==> src/rtl/prime_sieve_counter_assert.svh <==
// assertion macros for the prime sieve counter
`ifndef PRIME_SIEVE_COUNTER_ASSERT_SVH
`define PRIME_SIEVE_COUNTER_ASSERT_SVH

// same-cycle implication, sampled on clock, off during reset
`define PSC_ASSERT_IMPLY(label, rst, ante, cons) \
   label: assert property (@(posedge clock) disable iff (rst) (ante) |-> (cons)) \
      else $error("prime sieve counter check failed");

// next-cycle implication, sampled on clock, off during reset
`define PSC_ASSERT_NEXT(label, rst, ante, cons) \
   label: assert property (@(posedge clock) disable iff (rst) (ante) |=> (cons)) \
      else $error("prime sieve counter sequence check failed");

`endif

==> src/rtl/psc_pkg.sv <==
// shared types for the prime sieve counter
package psc_pkg;

   typedef enum logic [3:0] {
      ST_IDLE,
      ST_INIT,
      ST_BASE_CHECK,
      ST_BASE_TEST,
      ST_MARK,
      ST_SCAN,
      ST_SCAN_LAST,
      ST_DONE
   } psc_state_type;

   typedef struct packed {
      logic load;
      logic init_write;
      logic base_read;
      logic base_next;
      logic mark_start;
      logic mark_write;
      logic scan_start;
      logic scan_read;
   } psc_cmd_type;

   typedef struct packed {
      logic small_limit;
      logic addr_last;
      logic base_done;
      logic flag_set;
      logic mark_done;
   } psc_status_type;

endpackage

==> src/rtl/psc_ctrl.sv <==
// sequencing state machine for the prime sieve counter
`include "prime_sieve_counter_assert.svh"

module psc_ctrl (
   input  logic                     clock,
   input  logic                     reset,
   input  logic                     start,
   input  psc_pkg::psc_status_type  status,
   output psc_pkg::psc_cmd_type     cmd,
   output logic                     busy,
   output logic                     done
);

   psc_pkg::psc_state_type state_ff;
   psc_pkg::psc_state_type state_in;

   always_ff @(posedge clock) begin
      if (reset) begin
         state_ff <= psc_pkg::ST_IDLE;
      end else begin
         state_ff <= state_in;
      end
   end

   always_comb begin
      state_in = state_ff;
      case (state_ff)
         psc_pkg::ST_IDLE: begin
            if (start) begin
               state_in = status.small_limit ? psc_pkg::ST_DONE : psc_pkg::ST_INIT;
            end
         end
         psc_pkg::ST_INIT: begin
            if (status.addr_last) begin
               state_in = psc_pkg::ST_BASE_CHECK;
            end
         end
         psc_pkg::ST_BASE_CHECK: begin
            state_in = status.base_done ? psc_pkg::ST_SCAN : psc_pkg::ST_BASE_TEST;
         end
         psc_pkg::ST_BASE_TEST: begin
            state_in = status.flag_set ? psc_pkg::ST_MARK : psc_pkg::ST_BASE_CHECK;
         end
         psc_pkg::ST_MARK: begin
            if (status.mark_done) begin
               state_in = psc_pkg::ST_BASE_CHECK;
            end
         end
         psc_pkg::ST_SCAN: begin
            if (status.addr_last) begin
               state_in = psc_pkg::ST_SCAN_LAST;
            end
         end
         psc_pkg::ST_SCAN_LAST: begin
            state_in = psc_pkg::ST_DONE;
         end
         psc_pkg::ST_DONE: begin
            state_in = psc_pkg::ST_IDLE;
         end
         default: begin
            state_in = psc_pkg::ST_IDLE;
         end
      endcase
   end

   always_comb begin
      cmd  = '0;
      busy = 1'b1;
      done = 1'b0;
      case (state_ff)
         psc_pkg::ST_IDLE: begin
            busy     = 1'b0;
            cmd.load = start;
         end
         psc_pkg::ST_INIT: begin
            cmd.init_write = 1'b1;
         end
         psc_pkg::ST_BASE_CHECK: begin
            cmd.scan_start = status.base_done;
            cmd.base_read  = !status.base_done;
         end
         psc_pkg::ST_BASE_TEST: begin
            cmd.mark_start = status.flag_set;
            cmd.base_next  = !status.flag_set;
         end
         psc_pkg::ST_MARK: begin
            cmd.base_next  = status.mark_done;
            cmd.mark_write = !status.mark_done;
         end
         psc_pkg::ST_SCAN: begin
            cmd.scan_read = 1'b1;
         end
         psc_pkg::ST_SCAN_LAST: begin
            cmd = '0;
         end
         psc_pkg::ST_DONE: begin
            done = 1'b1;
         end
         default: begin
            busy = 1'b1;
         end
      endcase
   end

   `PSC_ASSERT_NEXT(a_load_enters_run, reset, cmd.load,
      state_ff == psc_pkg::ST_INIT || state_ff == psc_pkg::ST_DONE)
   `PSC_ASSERT_NEXT(a_done_one_cycle, reset, done, !done && !busy)
   `PSC_ASSERT_IMPLY(a_mark_in_range, reset, cmd.mark_write, !status.mark_done)
   `PSC_ASSERT_IMPLY(a_base_in_range, reset, cmd.base_read, !status.base_done)

endmodule

==> config.mk <==
export PLATFORM = sky130hd
export DESIGN_NAME = psc_ctrl
export DESIGN_NICKNAME = d
export VERILOG_FILES = /design/src/rtl/psc_pkg.sv /design/src/rtl/psc_ctrl.sv
export VERILOG_INCLUDE_DIRS = /design/src /design/src/rtl
export SDC_FILE = /design/constraint.sdc
export NUM_CORES = 1
export LEC_CHECK = 0
export ABC_AREA = 1
export BUFFER_PORTS_ARGS = -buffer_cell sky130_fd_sc_hd__buf_4
export CORE_AREA = 5 5 42 44
export CTS_BUF_LIST = sky130_fd_sc_hd__clkbuf_4 sky130_fd_sc_hd__clkbuf_8
export DETAILED_ROUTE_END_ITERATION = 6
export DIE_AREA = 0 0 47 49
export PLACE_DENSITY = 0.51
export SLEW_MARGIN = 20
export SYNTH_ARGS = -nofsm -noshare
export SYNTH_HDL_FRONTEND = slang
export SYNTH_SLANG_ARGS = --single-unit
==> constraint.sdc <==
create_clock -name clock -period 2.3 [get_ports clock]
set_input_delay 0 -clock clock [delete_from_list [all_inputs] [get_ports clock]]
set_output_delay 0 -clock clock [all_outputs]
set_load 0.03 [all_outputs]
### Word-level counts from Yosys, hierarchy flattened

Cells that the tools add are included.

* multiplexer cells: 18
* reduce and logical (&&, ||, !) cells: 5
* eq/ne operators: 11

Operators with widths (number)
* $pmux 4 s7: 1
* $eq 4x3->1 const B: 4
* $mux 4: 4
* $mux 1: 9
* $mux 3: 3
* $eq 4x2->1 const B: 2
* $ne 2x2->1 const B: 4
* $eq 4x1->1 const B: 1
* $logic_not 4->1: 1
* $reduce_and 4->1: 1
* $logic_not 1->1: 3
* $pmux 1 s2: 1

* input port bits: 8
* output and inout bits: 10
* word-level logic and storage cells: 35
* register bits: 4

### Depth between registers and ports, before layout

Gate-level depths: netlist of run 1.

* word-level depth: 3
* mapped depth: 8
* mapped depth without buffers: 8

### Worst setup path after synthesis of run 1

OpenSTA, ideal clock, no wires.

* path kind: reg2out
* start point: register state_ff[2]
* end point: output port cmd[4] (netlist bit)
* path slack: 924 ps
* cell stages (with the launch flop): 4
* required time: 2300 ps
* arrival: 1376 ps
* cells stage by stage: dfxtp_1 inv_2 buf_6 o31ai_1

RTL lines
* from (decl): line psc_ctrl.sv:14 `psc_pkg::psc_state_type state_ff;`
* from (signal assigned): line psc_ctrl.sv:19 `state_ff <= psc_pkg::ST_IDLE;`
* from (signal assigned): line psc_ctrl.sv:21 `state_ff <= state_in;`
* to (decl): line psc_ctrl.sv:9 `output psc_pkg::psc_cmd_type cmd,`

==> results.cfg, run 1 <==
[worst_setup_path]
regToRegSetupSlack_ns = 1.18
worstSetupPathType = flop to output port
cp.depth = 3
crit_fanout = 11
cp_cell_sequence = inv_2 -> o31ai_1 -> buf_4
worstRegToRegCells = 5
reg2reg_from = state_ff[0]
critPathMaxStageDelay_ns = 0.43
endpoint = cmd[4]
cp.required_ns = 2.30
critical_path.top_delay_family = flip-flops
timing.rr.end = state_ff[2]
start_kind = flop
crit_slowest_cell = dfxtp_1
critPathBufInv = 2
startpoint = state_ff[2]
arrival_ns = 1.29
critPathCaptureType = output port

[timing]
setup_violations = 0
slew-limit-headroom = 0.830
fin_setup_tns_ns = 0
hold_violations = 0
fin_skew_ns = 0.000931
worst_pin_slew_ns = 0.254
maxSlewViolCount = 0
fin_ws_ns = 1.01
holdWs_ns = 0.0468
period_needed_ns = 1.29
rsz0062_at_grt = false
fin_crit_sh = 0.561
fmax_ghz = 0.775

[die]
die_h_microns = 49
initial_utilization = 0.216
io_pins = 18
core_area_sq_mm = 0.00140
die_area_sq_mm = 0.00230
row_count = 14
die_w_microns = 47

[global_route]
grt_pass1_wl_mm = 1.35
grt.total_usage = 0.0816
gr-total-overflow = 0
antenna_found_initial = 0
grt_pass1_vias = 334
grt_start_max_net_pins = 12

[status]
status = finished, final reports clean

[finish]
multi_input_area_sq_um = 186
fin_nets = 81
reg.largest.list = state_ff: 3 flops
regArea_sq_um = 60.1
fin_cells = 88
area_growth_pct = 58.3
regMostFlops = state_ff
layout-drive-gt1-share = 0.403
largest_reg_flops = 3
diodes = 0
fill_cells = 167

[pwr]
leakagePower_nw = 0.275
power_w = 0.000667
power_density_mw_per_mm2 = 1390
vdd_drop_max_mv = 0.620

[synthesis]
synth_fp_nets = 59
synth_cell_types = 18
ys_seq_area_frac = 0.198
postSynthAreaPerCell_sq_um = 5.94
ys_warn_count = 0
postSynthCellCount = 51
ys_ff_latch = 3
syn_area_sq_um = 303

[route]
via_count = 380
via_per_inst = 4.32
drc_errors = 0
wl_microns = 822
post_drt_wl_per_cell_microns = 9.34
drtIter0Drc = 2
first_pass_iters = 2
drtAntennaViolNets = 0

[placement]
io_buffer_count = 17
dp.cells = 83
gp_congestion = 0.703
hpwl_microns = 655
place_ws_ns = 1.18

[clock_network]
cts_setup_buffers = 0
clockBufferDepth = 2
tritoncts = done
clkTransAtPathRegs_ns = 0.04
cts_root_buffer = clkbuf_4
cts.sinks = 3
cts_made_buffers = 3
htreeDepth = 1
insertion_delay_ns = 0.23

[flow_run]
cap_violations = 0

[min_path]
hp-class = input pin to flop
-- timing repair --
| item | 4_1_cts | 5_1_grt |
|---|---|---|
| resized for setup | 0 | 0 |
| endpoints found under the hold margin | 3 | 0 |
| hold buffers | 1 | 0 |
-- how the worst min path moves through the flow --
| stage | from | endpoint | slack, ns | cells after the start |
|---|---|---|---|---|
| after floorplan | reset | state_ff[2] | 0.07 | 1 |
| after global placement | reset | state_ff[2] | 0.18 | 2 |
| after detailed placement | reset | state_ff[2] | 0.18 | 2 |
| after CTS | status[3] | state_ff[0] | 0.05 | 4 |
| after global routing | status[3] | state_ff[0] | 0.06 | 4 |
| final | status[3] | state_ff[0] | 0.05 | 4 |
-- worst min-delay path, delay by kind of cell --
family          cells  cell delay (ns)
buf+inv             2             0.13
simple gates        1             0.05
compound gates      1             0.05
-- cells in the final DEF, fill, tap and decap left out, types with 2 or more instances in the layout --
cell / count
inv_1: 11
clkbuf_4: 4
buf_4: 17
dfxtp_1: 3
nand3_1: 6
nor2_1: 6
o21ai_0: 2
nand2_1: 8
nand4_1: 2
nand2_2: 2
nor2_2: 2
-- kinds of logic (layout without fill, tap and decap cells) --
family / after synthesis / count (layout) / synth area share
DFF: 3 / 3 / 0.198
AOI/OAI and AO/OA: 6 / 6 / 0.116
and+or+nand+nor: 29 / 29 / 0.500
buffers and inverters: 13 / 34 / 0.186
-- cells in the mapped netlist --
cell      instances  area share
a211oi_1          1       0.025
a21oi_1           1       0.017
buf_6             1       0.037
dfxtp_1           3        0.20
inv_1            11        0.14
inv_2             1       0.012
nand2_1           8       0.099
nand2_2           2       0.041
nand3_1           6       0.099
nand3_2           1       0.033
nand4_1           2       0.041
nor2_1            6       0.074
nor2_2            2       0.041
nor2_4            1       0.037
nor3_2            1       0.033
o21ai_0           2       0.033
o21ai_1           1       0.017
o31ai_1           1       0.025
-- routing by layer --
layer | GRT usage | vias up | wire length, microns
li1 | - | 205 | -
met1 | 0.114 | 158 | 383
met2 | 0.0973 | 13 | 326
met3 | 0.0332 | 4 | 89
met4 | 0.0553 | 0 | 21
met5 | 0 | - | 0
-- where the power goes --
group	internal (W)	switching, W	total [W]
clock network	0.0000768	0.0000275	0.000104
registers	0.0000759	0.0000422	0.000118
logic	0.000158	0.000287	0.000444
-- per-stage QoR --
step            util  area [sq um]
6_report       0.342           479
5_1_grt        0.342           479
4_1_cts        0.342           479
3_5_place_dp   0.313           439
3_3_place_gp   0.313           439
2_1_floorplan      -           303
-- layout make-up --
class	instances	area share
multi-input cells	35	0.389
repair buffers	18	0.287
flip-flops and latches	3	0.125
inverters	12	0.0940
clock buffers	4	0.0627
well taps	16	0.0418
Note: power is estimated with default switching activity, not from simulation.
==> run 2, diff against run 1 <==
- clock period: 2.3 -> 1.3 ns (I/O delays scaled with it)
==> results.cfg, run 2 (synthesis results as in run 1) <==
[finish]
reg.largest.list = state_ff: 3 flops
largest_reg_flops = 3
diodes = 0
final_common_cell = buf_4
mostFrequentLayoutCells = 17 x buf_4, 11 x inv_1, 8 x nand2_1, 6 x nand3_1, 5 x nor2_1
regMostFlops = state_ff
layout-drive-gt1-share = 0.472
fin_util = 0.360
multi_input_area_sq_um = 205
fill_cells = 177
fin_cells = 88
regArea_sq_um = 63.8
fin_nets = 81
area_growth_pct = 66.5

[flow_run]
cap_violations = 0

[placement]
dp.cells = 83
gp_congestion = 0.677
io_buffer_count = 17
hpwl_microns = 697

[die]
die_w_microns = 47
io_pins = 18
core_area_sq_mm = 0.00140
initial_utilization = 0.216
row_count = 14
die_area_sq_mm = 0.00230
die_h_microns = 49

[worst_setup_path]
arrival_ns = 1.20
start_kind = flop
crit_fanout = 11
worstSetupPathType = flop to output port
critPathCaptureType = output port
cp.required_ns = 1.30

[route]
post_drt_wl_per_cell_microns = 10.3
drtAntennaViolNets = 0
first_pass_iters = 2
via_count = 391
drtIter0Drc = 8
via_per_inst = 4.44
wl_microns = 903
drc_errors = 0

[timing]
worst_pin_slew_ns = 0.174
hold_violations = 0
fin_crit_sh = 0.926
fin_skew_ns = 0.00788
maxSlewViolCount = 0
setup_violations = 0
rsz0062_at_grt = false
period_needed_ns = 1.20
fmax_ghz = 0.831
holdWs_ns = 0.0303
slew-limit-headroom = 0.883
fin_setup_tns_ns = 0

[pwr]
p_clk_frac = 0.155
p_sw_w = 0.000673
vdd_drop_max_mv = 1.07
p_seq_frac = 0.193
sw_frac_of_total = 0.539
p_int_w = 0.000576
leakagePower_nw = 0.279
power_density_mw_per_mm2 = 2480
share_comb_of_total_power = 0.652

[clock_network]
cts_root_buffer = clkbuf_4
insertion_delay_ns = 0.24
clockBufferDepth = 2
htreeDepth = 1
clkTransAtPathRegs_ns = 0.04
tritoncts = done
cts_made_buffers = 3
cts.sinks = 3

[global_route]
gr-total-overflow = 0
antenna_found_initial = 0
grt_pass1_wl_mm = 1.54
grt.total_usage = 0.0928
grt_start_max_net_pins = 12
grt_pass1_vias = 368

[min_path]
hp-class = input pin to flop

[status]
status = finished, final reports clean
-- run 2: repair_timing --
item                                    CTS  global route
buffers inserted                          0             0
endpoints found under the hold margin     3             0
gates resized for setup                   1             4
endpoints found under the setup margin    1             3
hold buffers                              1             0
-- run 2: per-layer routing --
| layer | wire (microns) | vias to the layer above | global-route usage | share of wire |
|---|---|---|---|---|
| met4 | 14 | 0 | 0.0553 | 0.016 |
| met2 | 431 | 12 | 0.138 | 0.48 |
| li1 | - | 209 | - | - |
| met5 | 0 | - | 0 | 0 |
| met3 | 76 | 2 | 0.0258 | 0.084 |
| met1 | 380 | 168 | 0.114 | 0.42 |
-- run 2: final cells by class --
class                   instances  share of cell area
multi-input cells              35               0.407
repair buffers                 18               0.273
flip-flops and latches          3               0.127
inverters                      12              0.0943
clock buffers                   4              0.0596
well taps                      16              0.0397
-- run 2: final timing paths --
path               start           to  slack, ns  cells past startpoint
max          state_ff[2]       cmd[4]        0.1                      3
min            status[3]  state_ff[0]       0.03                      4
min reg2reg  state_ff[2]  state_ff[2]       0.57                      2
max reg2reg  state_ff[0]  state_ff[2]       0.22                      8
-- run 2: power by group through the flow --
stage | registers, W | logic [W] | clock network, W
2_1_floorplan | 0.000198 | 0.000613 | 0
3_3_place_gp | 0.000216 | 0.000809 | 0
3_5_place_dp | 0.000217 | 0.000810 | 0
4_1_cts | 0.000219 | 0.000818 | 0.000200
5_1_grt | 0.000251 | 0.000906 | 0.000211
6_report | 0.000242 | 0.000815 | 0.000193
-- run 2: worst max-delay path: stages, from the launching register on --
cell and delay, ns:
dfxtp_2 0.42, inv_4 0.10, o31ai_2 0.25, buf_4 0.19
-- run 2: per-stage QoR --
step / area, sq um / worst slack [ns] / power (W)
after global placement: 453 / 0.135 / 0.00102
after global routing: 504 / 0.0329 / 0.00137
after detailed placement: 453 / 0.126 / 0.00103
after floorplan: 317 / 0.0689 / 0.000812
final: 504 / 0.0961 / 0.00125
after CTS: 494 / 0.0656 / 0.00124
==> run 3, diff against run 2 <==
- clock period: 1.3 -> 1.5 ns (I/O delays scaled with it)
==> results.cfg, run 3 (synthesis results as in run 1) <==
[timing]
hold_violations = 0
rsz0062_at_grt = false
maxSlewViolCount = 0
worst_pin_slew_ns = 0.251
period_needed_ns = 1.27
fin_skew_ns = 0.000552
fmax_ghz = 0.790
fin_setup_tns_ns = 0
setup_violations = 0
slew-limit-headroom = 0.832
fin_crit_sh = 0.844

[clock_network]
htreeDepth = 1
cts_setup_buffers = 0
clkTransAtPathRegs_ns = 0.03
tritoncts = done
clockBufferDepth = 2
insertion_delay_ns = 0.23
hold_buffers = 1
post_cts_resized = 0
cts_root_buffer = clkbuf_4
cts_made_buffers = 3
cts.sinks = 3

[die]
die_w_microns = 47
initial_utilization = 0.216
io_pins = 18
core_area_sq_mm = 0.00140
row_count = 14
die_h_microns = 49
die_area_sq_mm = 0.00230

[placement]
postPlaceCellArea_sq_um = 439
hpwl_microns = 679
io_buffer_count = 17
gp_congestion = 0.662

[worst_setup_path]
start_kind = flop
timing.rr.end = state_ff[2]
cp_cell_sequence = inv_2 -> o31ai_1 -> buf_4
regToRegSetupSlack_ns = 0.40
crit_fanout = 11
arrival_ns = 1.27
worstRegToRegCells = 7
reg2reg_from = state_ff[2]
critPathCaptureType = output port
crit_slowest_cell = dfxtp_1
critPathMaxStageDelay_ns = 0.42
cp.required_ns = 1.50
worstSetupPathType = flop to output port

[status]
status = finished, final reports clean

[finish]
final_cell_area_sq_um = 479
fin_nets = 81
multi_input_area_sq_um = 186
layout-drive-gt1-share = 0.403
fill_cells = 159
reg.largest.list = state_ff: 3 flops
regArea_sq_um = 60.1
regMostFlops = state_ff
diodes = 0
area_growth_pct = 58.3
final_common_cell = buf_4
largest_reg_flops = 3
mostFrequentLayoutCells = 17 x buf_4, 11 x inv_1, 8 x nand2_1, 6 x nand3_1, 6 x nor2_1

[route]
drtAntennaViolNets = 0
first_pass_iters = 4
post_drt_wl_per_cell_microns = 9.22
via_per_inst = 4.20
wl_microns = 811
drc_errors = 0
via_count = 370
drtIter0Drc = 10

[pwr]
leakagePower_nw = 0.275
vdd_drop_max_mv = 0.770
power_density_mw_per_mm2 = 2110

[min_path]
whs_path_depth = 4
hp-class = input pin to flop
hold_path_end = state_ff[0]
hp-start = status[3]

[global_route]
grt_pass1_wl_mm = 1.41
gr-total-overflow = 0
grt.total_usage = 0.0850
antenna_found_initial = 0
grt_start_max_net_pins = 12
grt_pass1_vias = 342

[flow_run]
cap_violations = 0
run 3: cell counts in the layout (fill, tap and decap cells not counted):
No cell type changed its count.
run 3: how the worst max path moves through the flow:
stage,startpoint,end,slack [ns],depth (start not counted)
after CTS,state_ff[2],cmd[4],0.20,3
after global placement,state_ff[2],state_ff[2],0.38,7
after detailed placement,state_ff[2],state_ff[2],0.40,7
after floorplan,state_ff[2],cmd[4],0.12,3
final,state_ff[2],cmd[4],0.23,3
after global routing,state_ff[2],cmd[4],0.11,3
run 3: layout make-up:
| type | count | share of cell area |
|---|---|---|
| Sequential cell | 3 | 0.125 |
| Timing Repair Buffer | 18 | 0.287 |
| Multi-Input combinational cell | 35 | 0.389 |
| Tap cell | 16 | 0.0418 |
| Inverter | 12 | 0.0940 |
| Clock buffer | 4 | 0.0627 |
run 3: metal layers:
layer | up-vias | part of all wire | wire (microns) | global-route usage
met3 | 0 | 0.099 | 80 | 0.0258
met4 | 0 | 0 | 0 | 0.0691
li1 | 205 | - | - | -
met2 | 11 | 0.43 | 352 | 0.102
met1 | 154 | 0.47 | 378 | 0.118
met5 | - | 0 | 0 | 0
run 3: worst max-delay path: cells and delay by family (launching register included):
family	cells	cell delay (ns)
buf+inv	2	0.34
compound gates	1	0.27
flops	1	0.42
run 3: where the power goes:
group / switching (W) / internal [W] / leakage [nW] / total, W
logic: 0.000435 / 0.000242 / 0.232 / 0.000677
registers: 0.0000616 / 0.000116 / 0.0248 / 0.000178
clock network: 0.0000394 / 0.000118 / 0.0184 / 0.000157
run 3: stage by stage:
step | worst slack (ns) | total power, W | cells | hold WS, ns | utilization
6_report | 0.235 | 0.00101 | 88 | 0.0483 | 0.342
5_1_grt | 0.113 | 0.00113 | 88 | 0.0617 | 0.342
4_1_cts | 0.200 | 0.00103 | 88 | 0.0439 | 0.342
3_5_place_dp | 0.396 | 0.000860 | 83 | 0.183 | 0.313
3_3_place_gp | 0.382 | 0.000866 | 83 | 0.181 | 0.313
2_1_floorplan | 0.124 | 0.000686 | 51 | 0.0691 | -
